[config.mk]
export PLATFORM = sky130hd
export DESIGN_NAME = multi_pattern_bit_sequence_detector
export DESIGN_NICKNAME = d
export VERILOG_FILES = /design/src/rtl/mpbsd_pkg.sv /design/src/rtl/multi_pattern_bit_sequence_detector.sv
export SDC_FILE = /design/constraint.sdc
export NUM_CORES = 1
export LEC_CHECK = 0
export ABC_AREA = 1
export BUFFER_PORTS_ARGS = -buffer_cell sky130_fd_sc_hd__clkbuf_2
export CELL_PAD_IN_SITES_DETAIL_PLACEMENT = 0
export CELL_PAD_IN_SITES_GLOBAL_PLACEMENT = 1
export CORE_UTILIZATION = 50
export CTS_BUF_LIST = sky130_fd_sc_hd__clkbuf_4 sky130_fd_sc_hd__clkbuf_8
export DETAILED_ROUTE_END_ITERATION = 8
export GPL_TIMING_DRIVEN = 0
export HOLD_SLACK_MARGIN = 0.05
export PLACE_DENSITY = 0.89
export SYNTH_ARGS = -nofsm -noshare
export SYNTH_HDL_FRONTEND = slang
export SYNTH_SLANG_ARGS = --single-unit
[constraint.sdc]
create_clock -name clk_i -period 6.3 [get_ports clk_i]
set_clock_uncertainty 0.2 [all_clocks]
set_input_delay 0.63 -clock clk_i [delete_from_list [all_inputs] [get_ports clk_i]]
set_output_delay 0.63 -clock clk_i [all_outputs]
set_load 0.1 [all_outputs]
[src/rtl/mpbsd_pkg.sv]
// Package for the multi-pattern bit sequence detector.
// Holds sizes, register indexes and default parameters; no dependencies.
`default_nettype none

package mpbsd_pkg;

  localparam int MaxPatternLen = 16;
  localparam int PatternSlots  = 3;

  localparam int PatBitsW = 16;
  localparam int PatLenW  = 5;
  localparam int CfgIdxW  = 3;
  localparam int CfgDataW = 16;

  typedef enum logic [CfgIdxW-1:0] {
    CfgOutputMode = 3'd0,
    CfgPatABits   = 3'd1,
    CfgPatALen    = 3'd2,
    CfgPatBBits   = 3'd3,
    CfgPatBLen    = 3'd4,
    CfgPatCBits   = 3'd5,
    CfgPatCLen    = 3'd6
  } cfg_reg_e;

  typedef enum logic {
    ModeMoore = 1'b0,
    ModeMealy = 1'b1
  } out_mode_e;

endpackage

`default_nettype wire

[src/rtl/multi_pattern_bit_sequence_detector.sv]
// Overlapping serial sequence detector with up to three configurable patterns.
// Depends on mpbsd_pkg.
//
//  channel | direction | handshake                 | payload
//  --------+-----------+---------------------------+----------------
//  in      | input     | in_valid_i / in_stall_o   | in_bit_i
//  out     | output    | out_valid_o / out_stall_i | out_detect_o
//  cfg     | input     | cfg_we_i (no wait)        | cfg_index_i, cfg_data_i
//
// One transaction per cycle unless stalled; the result follows in the next cycle.
// The pattern compare is one masked compare per slot in front of the result register.
// Reset clears the history, the fill count, the registers and the output valid.
// in_stall_o is high only while a result is held and out_stall_i is high.
`default_nettype none

module multi_pattern_bit_sequence_detector #(
  parameter int MAX_PATTERN_LEN = mpbsd_pkg::MaxPatternLen,
  parameter int PATTERN_SLOTS   = mpbsd_pkg::PatternSlots
) (
  input  wire logic                           clk_i,
  input  wire logic                           rst_ni,
  input  wire logic                           cfg_we_i,
  input  wire logic [mpbsd_pkg::CfgIdxW-1:0]  cfg_index_i,
  input  wire logic [mpbsd_pkg::CfgDataW-1:0] cfg_data_i,
  input  wire logic                           in_valid_i,
  output logic                                in_stall_o,
  input  wire logic                           in_bit_i,
  output logic                                out_valid_o,
  input  wire logic                           out_stall_i,
  output logic                                out_detect_o
);

  localparam int FillW = $clog2(MAX_PATTERN_LEN + 1);
  localparam int LW    = (FillW > mpbsd_pkg::PatLenW) ? FillW : mpbsd_pkg::PatLenW;
  localparam int PW    = (MAX_PATTERN_LEN > mpbsd_pkg::PatBitsW) ?
                         MAX_PATTERN_LEN : mpbsd_pkg::PatBitsW;

  mpbsd_pkg::out_mode_e                mode_q;
  logic [mpbsd_pkg::PatBitsW-1:0]      pat_bits_q [PATTERN_SLOTS];
  logic [mpbsd_pkg::PatLenW-1:0]       pat_len_q  [PATTERN_SLOTS];
  logic [MAX_PATTERN_LEN-1:0]          hist_q, hist_d;
  logic [FillW-1:0]                    fill_q, fill_d;
  logic                                out_valid_q, out_valid_d;
  logic                                detect_q, detect_d;

  logic                                in_accept;
  logic [1:0]                          wr_slot;
  mpbsd_pkg::cfg_reg_e                 cfg_reg;
  logic [MAX_PATTERN_LEN-1:0]          chk_hist;
  logic [LW-1:0]                       chk_fill;

  assign in_stall_o  = out_valid_q & out_stall_i;
  assign in_accept   = in_valid_i & ~in_stall_o;
  assign out_valid_o = out_valid_q;
  assign out_detect_o = detect_q;

  assign cfg_reg = mpbsd_pkg::cfg_reg_e'(cfg_index_i);
  assign wr_slot = 2'((cfg_index_i - 3'd1) >> 1);

  assign hist_d = {hist_q[MAX_PATTERN_LEN-2:0], in_bit_i};
  assign fill_d = (fill_q == FillW'(MAX_PATTERN_LEN)) ? fill_q : fill_q + FillW'(1);

  always_comb begin
    if (mode_q == mpbsd_pkg::ModeMealy) begin
      chk_hist = hist_d;
      chk_fill = LW'(fill_d);
    end else begin
      chk_hist = hist_q;
      chk_fill = LW'(fill_q);
    end
  end

  always_comb begin
    logic [LW-1:0] len_eff;
    logic [PW-1:0] pat_w;
    logic          diff;
    detect_d = 1'b0;
    for (int s = 0; s < PATTERN_SLOTS; s++) begin
      len_eff = (LW'(pat_len_q[s]) > LW'(MAX_PATTERN_LEN)) ?
                LW'(MAX_PATTERN_LEN) : LW'(pat_len_q[s]);
      pat_w = PW'(pat_bits_q[s]);
      diff  = 1'b0;
      for (int k = 0; k < MAX_PATTERN_LEN; k++) begin
        if (LW'(k) < len_eff) begin
          diff = diff | (chk_hist[k] ^ pat_w[k]);
        end
      end
      if ((len_eff != '0) && (chk_fill >= len_eff) && !diff) begin
        detect_d = 1'b1;
      end
    end
  end

  always_comb begin
    out_valid_d = out_valid_q;
    if (in_accept) begin
      out_valid_d = 1'b1;
    end else if (!out_stall_i) begin
      out_valid_d = 1'b0;
    end
  end

  always_ff @(posedge clk_i or negedge rst_ni) begin
    if (!rst_ni) begin
      mode_q <= mpbsd_pkg::ModeMoore;
      for (int s = 0; s < PATTERN_SLOTS; s++) begin
        pat_bits_q[s] <= '0;
        pat_len_q[s]  <= '0;
      end
    end else if (cfg_we_i) begin
      case (cfg_reg)
        mpbsd_pkg::CfgOutputMode: begin
          mode_q <= mpbsd_pkg::out_mode_e'(cfg_data_i[0]);
        end
        mpbsd_pkg::CfgPatABits, mpbsd_pkg::CfgPatBBits, mpbsd_pkg::CfgPatCBits: begin
          for (int s = 0; s < PATTERN_SLOTS; s++) begin
            if (wr_slot == 2'(s)) begin
              pat_bits_q[s] <= cfg_data_i[mpbsd_pkg::PatBitsW-1:0];
            end
          end
        end
        mpbsd_pkg::CfgPatALen, mpbsd_pkg::CfgPatBLen, mpbsd_pkg::CfgPatCLen: begin
          for (int s = 0; s < PATTERN_SLOTS; s++) begin
            if (wr_slot == 2'(s)) begin
              pat_len_q[s] <= cfg_data_i[mpbsd_pkg::PatLenW-1:0];
            end
          end
        end
        default: begin
        end
      endcase
    end
  end

  always_ff @(posedge clk_i or negedge rst_ni) begin
    if (!rst_ni) begin
      hist_q      <= '0;
      fill_q      <= '0;
      out_valid_q <= 1'b0;
    end else begin
      out_valid_q <= out_valid_d;
      if (in_accept) begin
        hist_q <= hist_d;
        fill_q <= fill_d;
      end
    end
  end

  always_ff @(posedge clk_i) begin
    if (in_accept) begin
      detect_q <= detect_d;
    end
  end

  a_fill_bound: assert property (@(posedge clk_i) disable iff (!rst_ni)
    fill_q <= FillW'(MAX_PATTERN_LEN))
    else $error("fill count above history length");

  a_result_follows: assert property (@(posedge clk_i) disable iff (!rst_ni)
    in_accept |=> out_valid_o)
    else $error("accepted transaction gave no result");

  a_hist_shift: assert property (@(posedge clk_i) disable iff (!rst_ni)
    in_accept |=> hist_q[0] == $past(in_bit_i))
    else $error("history did not take the accepted bit");

  a_fill_step: assert property (@(posedge clk_i) disable iff (!rst_ni)
    (in_accept && fill_q != FillW'(MAX_PATTERN_LEN)) |=> fill_q == $past(fill_q) + FillW'(1))
    else $error("fill count did not advance");

endmodule

`default_nettype wire

==> After elaboration in Yosys (flattened, before gate mapping) <==
Index checks and enable logic that the tools add are counted.
{ "totals": {"ff_bits": 87, "out_inout_bits": 3} }
{ "classes": {"n_addsub": 2, "magnitude_cmp": 54, "n_eq_ne": 10, "mux": 57, "n_bitwise": 96, "reduce_logical": 24} }
{ "op_table": {"columns": ["cell", "count"], "rows": [
  ["$lt 4x5->1 const A", 24],
  ["$lt 3x5->1 const A", 12],
  ["$mux 1", 51],
  ["$xor 1x1->1", 48],
  ["$or 1x1->1", 45],
  ["$lt 1x5->1 const A", 6],
  ["$lt 2x5->1 const A", 6],
  ["$mux 5", 5],
  ["$reduce_and 3->1", 6],
  ["$mux 16", 1],
  ["$ge 5x5->1", 3],
  ["$gt 5x5->1 const B", 3],
  ["$reduce_bool 5->1", 3],
  ["$eq 3x3->1 const B", 3],
  ["$eq 3x2->1 const B", 2],
  ["$logic_and 1x1->1", 6],
  ["$reduce_or 3->1", 2],
  ["$add 5x1->5 const B", 1],
  ["$eq 5x5->1 const B", 1],
  ["$eq 3x1->1 const B", 1],
  ["$logic_not 1->1", 3],
  ["$logic_not 3->1", 1],
  ["$sub 3x1->3 const B", 1],
  ["$and 1x1->1", 2],
  ["7 further kinds", 7]
]} }

==> Longest topological paths before layout <==
{ "logic_depth": {"depth_word": 37, "depth_mapped": 15, "depth_no_buf": 15} }

==> Least setup slack after synthesis <==
Ideal clock, no wire load.
{ "synth_path": {"path_kind": "register -> register", "from": "register out_valid_q, in the netlist out_valid_o", "to": "register hist_q[11]", "t_arrival_ns": 2.417, "required_ns": 5.968, "slack_ns": 3.551, "path_stages_with_launch": 7, "path_buffers": 1, "period_less_slack_ns": 2.749, "cell_sequence": "dfrtp_1 nand2_1 inv_1 nor2_2 inv_1 clkbuf_1 o21ai_0"} }
{ "synth_via": {"elab_chain_cells": 3} }
{ "synth_rtl": {"columns": ["element", "line", "source"], "rows": [
  ["from (decl)", "multi_pattern_bit_sequence_detector.sv:43", "logic out_valid_q, out_valid_d;"],
  ["from (signal assigned)", "multi_pattern_bit_sequence_detector.sv:141", "out_valid_q <= out_valid_d;"],
  ["$and 1x1->1", "multi_pattern_bit_sequence_detector.sv:52", "assign in_stall_o = out_valid_q & out_stall_i;"],
  ["net in_stall_o", "multi_pattern_bit_sequence_detector.sv:26", "output logic in_stall_o,"],
  ["$not 1->1", "multi_pattern_bit_sequence_detector.sv:53", "assign in_accept = in_valid_i & ~in_stall_o;"],
  ["$and 1x1->1", "multi_pattern_bit_sequence_detector.sv:53", null],
  ["to (signal assigned)", "multi_pattern_bit_sequence_detector.sv:143", "hist_q <= hist_d;"],
  ["to (decl)", "multi_pattern_bit_sequence_detector.sv:41", "logic [MAX_PATTERN_LEN-1:0] hist_q, hist_d;"]
]} }
The timed path passes the listed nets, and every way through them passes these cells.
A chain may end at the register's enable or synchronous reset.

==> Worst setup path in the final report <==
{ "layout_path": {"from": "register fill_q[0]", "to": "register detect_q, in the netlist out_detect_o, data pin"} }
{ "layout_via": {"elab_chain_cells": 7, "elab_cells_between_ends": 15} }
{ "layout_rtl": {"columns": ["element", "line", "source"], "rows": [
  ["from (decl)", "multi_pattern_bit_sequence_detector.sv:42", "logic [FillW-1:0] fill_q, fill_d;"],
  ["from (signal assigned)", "multi_pattern_bit_sequence_detector.sv:144", "fill_q <= fill_d;"],
  ["$add 5x1->5 / $eq 5x5->1 (equally long branches)", "multi_pattern_bit_sequence_detector.sv:61", "assign fill_d = (fill_q == FillW'(MAX_PATTERN_LEN)) ? fill_q : fill_q + FillW'(1);"],
  ["$mux 5", "multi_pattern_bit_sequence_detector.sv:61", null],
  ["$mux 5 *", "multi_pattern_bit_sequence_detector.sv:64", "if (mode_q == mpbsd_pkg::ModeMealy) begin"],
  ["$ge 5x5->1", "multi_pattern_bit_sequence_detector.sv:88", "if ((len_eff != '0) && (chk_fill >= len_eff) && !diff) begin"],
  ["$logic_and 1x1->1 (2 in series)", "multi_pattern_bit_sequence_detector.sv:88", null],
  ["$mux 1 / $reduce_or 2->1 (equally long branches)", null, null],
  ["to (signal assigned)", "multi_pattern_bit_sequence_detector.sv:151", "detect_q <= detect_d;"],
  ["to (decl)", "multi_pattern_bit_sequence_detector.sv:44", "logic detect_q, detect_d;"]
]} }
Mark *: on every way between the ends. The rest lies on a longest branch, timed or not.

==> metrics.md <==
| Metric | Value |
|---|---|
| Synth top cells by count | nand2_1 (238), o21ai_0 (101), dfrtp_1 (86) |
| Post-route ant nets | 0 |
| Worst setup EP type | flop |
| DP Wirelength | ~12 mm |
| Place WS | around 3.3 ns |
| Slowest CP cell | dfrtp_1 |
| FF+latch count, synth | 87 |
| Vias per cell | ~5.5 |
| Worst vdd ir | around 0.19 mV |
| EDFF count, synth | 1 |
| Hold_buf cts | 0 |
| GR Layer Usage met2 | 46.6% |
| Initial DRC Count | 443 |
| PD cells | around 400 nW/µm² |
| Register area share after synthesis | between 40 and 50% |
| Ys async rst share | 98.9% |
| Util after Layout | 56.5% |
| Top cell type by total area after synthesis | dfrtp_1 |
| Post-route cell area | around 6000 µm² |
| RSZ-0062 raised after global routing | false |
| CP most frequent cell | nand3_1 |
| Leakage | between 0.003 and 0.004 µW |
| Cts repair resizes | 0 |
| Antenna cell count | 0 |
| Tcrit/Tclk final | 49.5% |
| Routing usage on met1 | 41.0% |
| CP Launch Type | flop |
| Initial antenna violation count | 0 |
| Mean Syn Cell Area | ~7 µm² |
| Crit path max fanout | 5 |
| Largest delay share family, worst path | simple AND/OR/NAND/NOR gates |
| CTS buffer count | 9 |
| Port buffer count | 27 |
| Die Ht | 106 µm |
| Period minus WS final | between 3 and 4 ns |
| IO Pins | 28 |
| Worst path cell trace | inv_1 > ha_1 > nand3_1 > nand3_1 > o21ai_0 > ha_1 > a21oi_1 > o21ai_0 > nor3_1 > a21oi_1 > nand3_1 > nand3_1 |
| Vias | 5138 |
| Layout Area Growth over Synthesis | 9.09% |
| Fin. max-slew vios | 0 |
| Core ar. | approximately 10000 µm² |
| Leading post-synthesis cells by cell area | dfrtp_1 (40%), nand2_1 (17%), o21ai_0 (9.4%) |
| CP arrival | between 3 and 4 ns |
| Initial core utilization | roughly 52% |
| Global Route met3 Usage | 5.64% |
| # clock sinks | just under 90 |
| First-pass GRT wire length | between 20 and 25 mm |
| Net Count, Synth | approximately 800 |
| Setup slack after layout | 3.18 ns |
| TritonCTS clock tree | done |
| Busiest metal layer after global routing | met2 |
| Die X | between 100 and 150 µm |
| Yosys top cell area share | between 30% and 40% |
| Largest net degree at the start of global routing | 50 |
| Max cap viols | 0 |
| Pre-antenna DRT Iters | 5 |
| Fillers | a little over 1000 |
| GRT Overall Usage | 29.7% |
| Worst-Skew Late Latency | between 0.3 and 0.4 ns |
| Critical path class | reg -> reg |
| Fin nets | 837 |
| Reg2Reg Setup Slack | 3.18 ns |
| Proportion of layout cells with a drive suffix above 1 | between 10% and 20% |
| Synth unique cells | 31 |
| Longest Clk Path Bufs | 2 |
| Crit-path max cell delay | 0.44 ns |
| Most frequent cell after synthesis | nand2_1 |
| DR WL/cell | ~17 µm |
| Area of the multi-input gates | 2770 µm² |
| Final global-route overflow total | 0 |
| Drc violations | 0 |
| Worst R2R Path Depth | 12 |
| Worst r2r dst | out_detect_o |
| Register area | around 2200 µm² |
| Max Clk Rate | around 320 MHz |
| Crit Reg-Reg Startpoint | fill_q[0] |
| Top FF cell, synth | dfrtp_1 |
| Crit path required time | 6.21 ns |
| CTS H-tree depth | 3 |
| Clock transition at path regs | roughly 0.080 ns |
| Hold violation count in the final report | 0 |
| Synth warn | 0 |
| Die area | 11200 µm² |
| Worst slew margin | roughly 60% |
| Post-Syn Area | ~5400 µm² |
| DP Area | 5730 µm² |
| Status | finished, final reports clean |
| Gpl congestion | 1.06 |
| Hold WC Path Type | in -> async |
| Final setup fails | 0 |
| WP buf/inv | 1 |
| Placed Cells | 915 |
| Setup TNS | 0 ns |
| Post-Syn Instances | about 750 |
| Non-Filler Instances | slightly above 900 |
| CTS root buffer | clkbuf_8 |
| Final wirelength | 15.9 mm |
| Vias in the first global route | 4744 |
| Worst-margin pin slew | roughly 0.60 ns |
| Setup Fix Bufs, Post-CTS | 0 |
| Rows | 37 |
report_power, final:
group	internal [µW]	switching, µW
registers	714	171
clock network	151	188
logic	399	712
cell type report:
type | instances | area share (%)
clock inverter | 2 | 0.170
tap | 136 | 2.89
sequential | 87 | 37.1
buffer | 20 | 1.95
clock buffer | 11 | 2.46
inverter | 88 | 5.65
timing repair buffer | 28 | 2.80
multi-input combinational | 556 | 47.0
cells in the final DEF, fill, tap and decap left out, drive strengths merged:
cell,Yosys,layout
buf,12,13
nand4,11,11
a21boi,1,1
xor2,16,16
nor4,1,1
a211oi,1,1
o21a,1,1
clkinv,0,2
dfrtp,86,86
clkbuf,8,46
ha,22,22
inv,88,88
nor2,50,50
nand3b,8,8
nand2,251,251
nand3,47,47
nor3,7,7
a31oi,1,1
edfxtp,1,1
xnor2,8,8
o21ai,109,109
a21oi,18,18
or2,4,4
routing by layer:
metal  wire (µm)  part of all wire, %
met5           0                    0
met2        7100                   45
met3        1280                  8.0
met1        7050                   44
met4         439                  2.8
registers in the layout, indices dropped and copies added, names as in the netlist:
signal and cells:
pat_bits_q 48, hist_q 16, pat_len_q 15, fill_q 5, mode_q 1, out_detect_o 1, out_valid_o 1
kinds of logic after synthesis:
group | share of synthesized area (%)
AND/OR/NAND/NOR | 29.6
AO/OA/AOI/OAI | 12.7
buffers and inverters | 8.30
flip-flops | 40.4
XOR/XNOR | 3.89
adder cells (fa/ha/maj) | 5.10
stage by stage:
stage | hold WS (ns) | total power (µW)
floorplan | 0.134 | 1640
global placement | 0.267 | 1930
detailed placement | 0.281 | 1970
CTS | 0.0759 | 2310
global route | 0.0986 | 2510
finish | 0.0681 | 2330
how the worst max path moves through the flow:
stage	from	endpoint	slack, ns	depth (start not counted)
detailed placement	fill_q[0]	out_detect_o	3.28	12
CTS	fill_q[0]	out_detect_o	3.25	12
finish	fill_q[0]	out_detect_o	3.18	12
floorplan	out_valid_o	hist_q[11]	3.55	6
global route	fill_q[0]	out_detect_o	3.03	12
global placement	fill_q[0]	out_detect_o	3.28	12
Note: power is estimated with default switching activity, not from simulation.
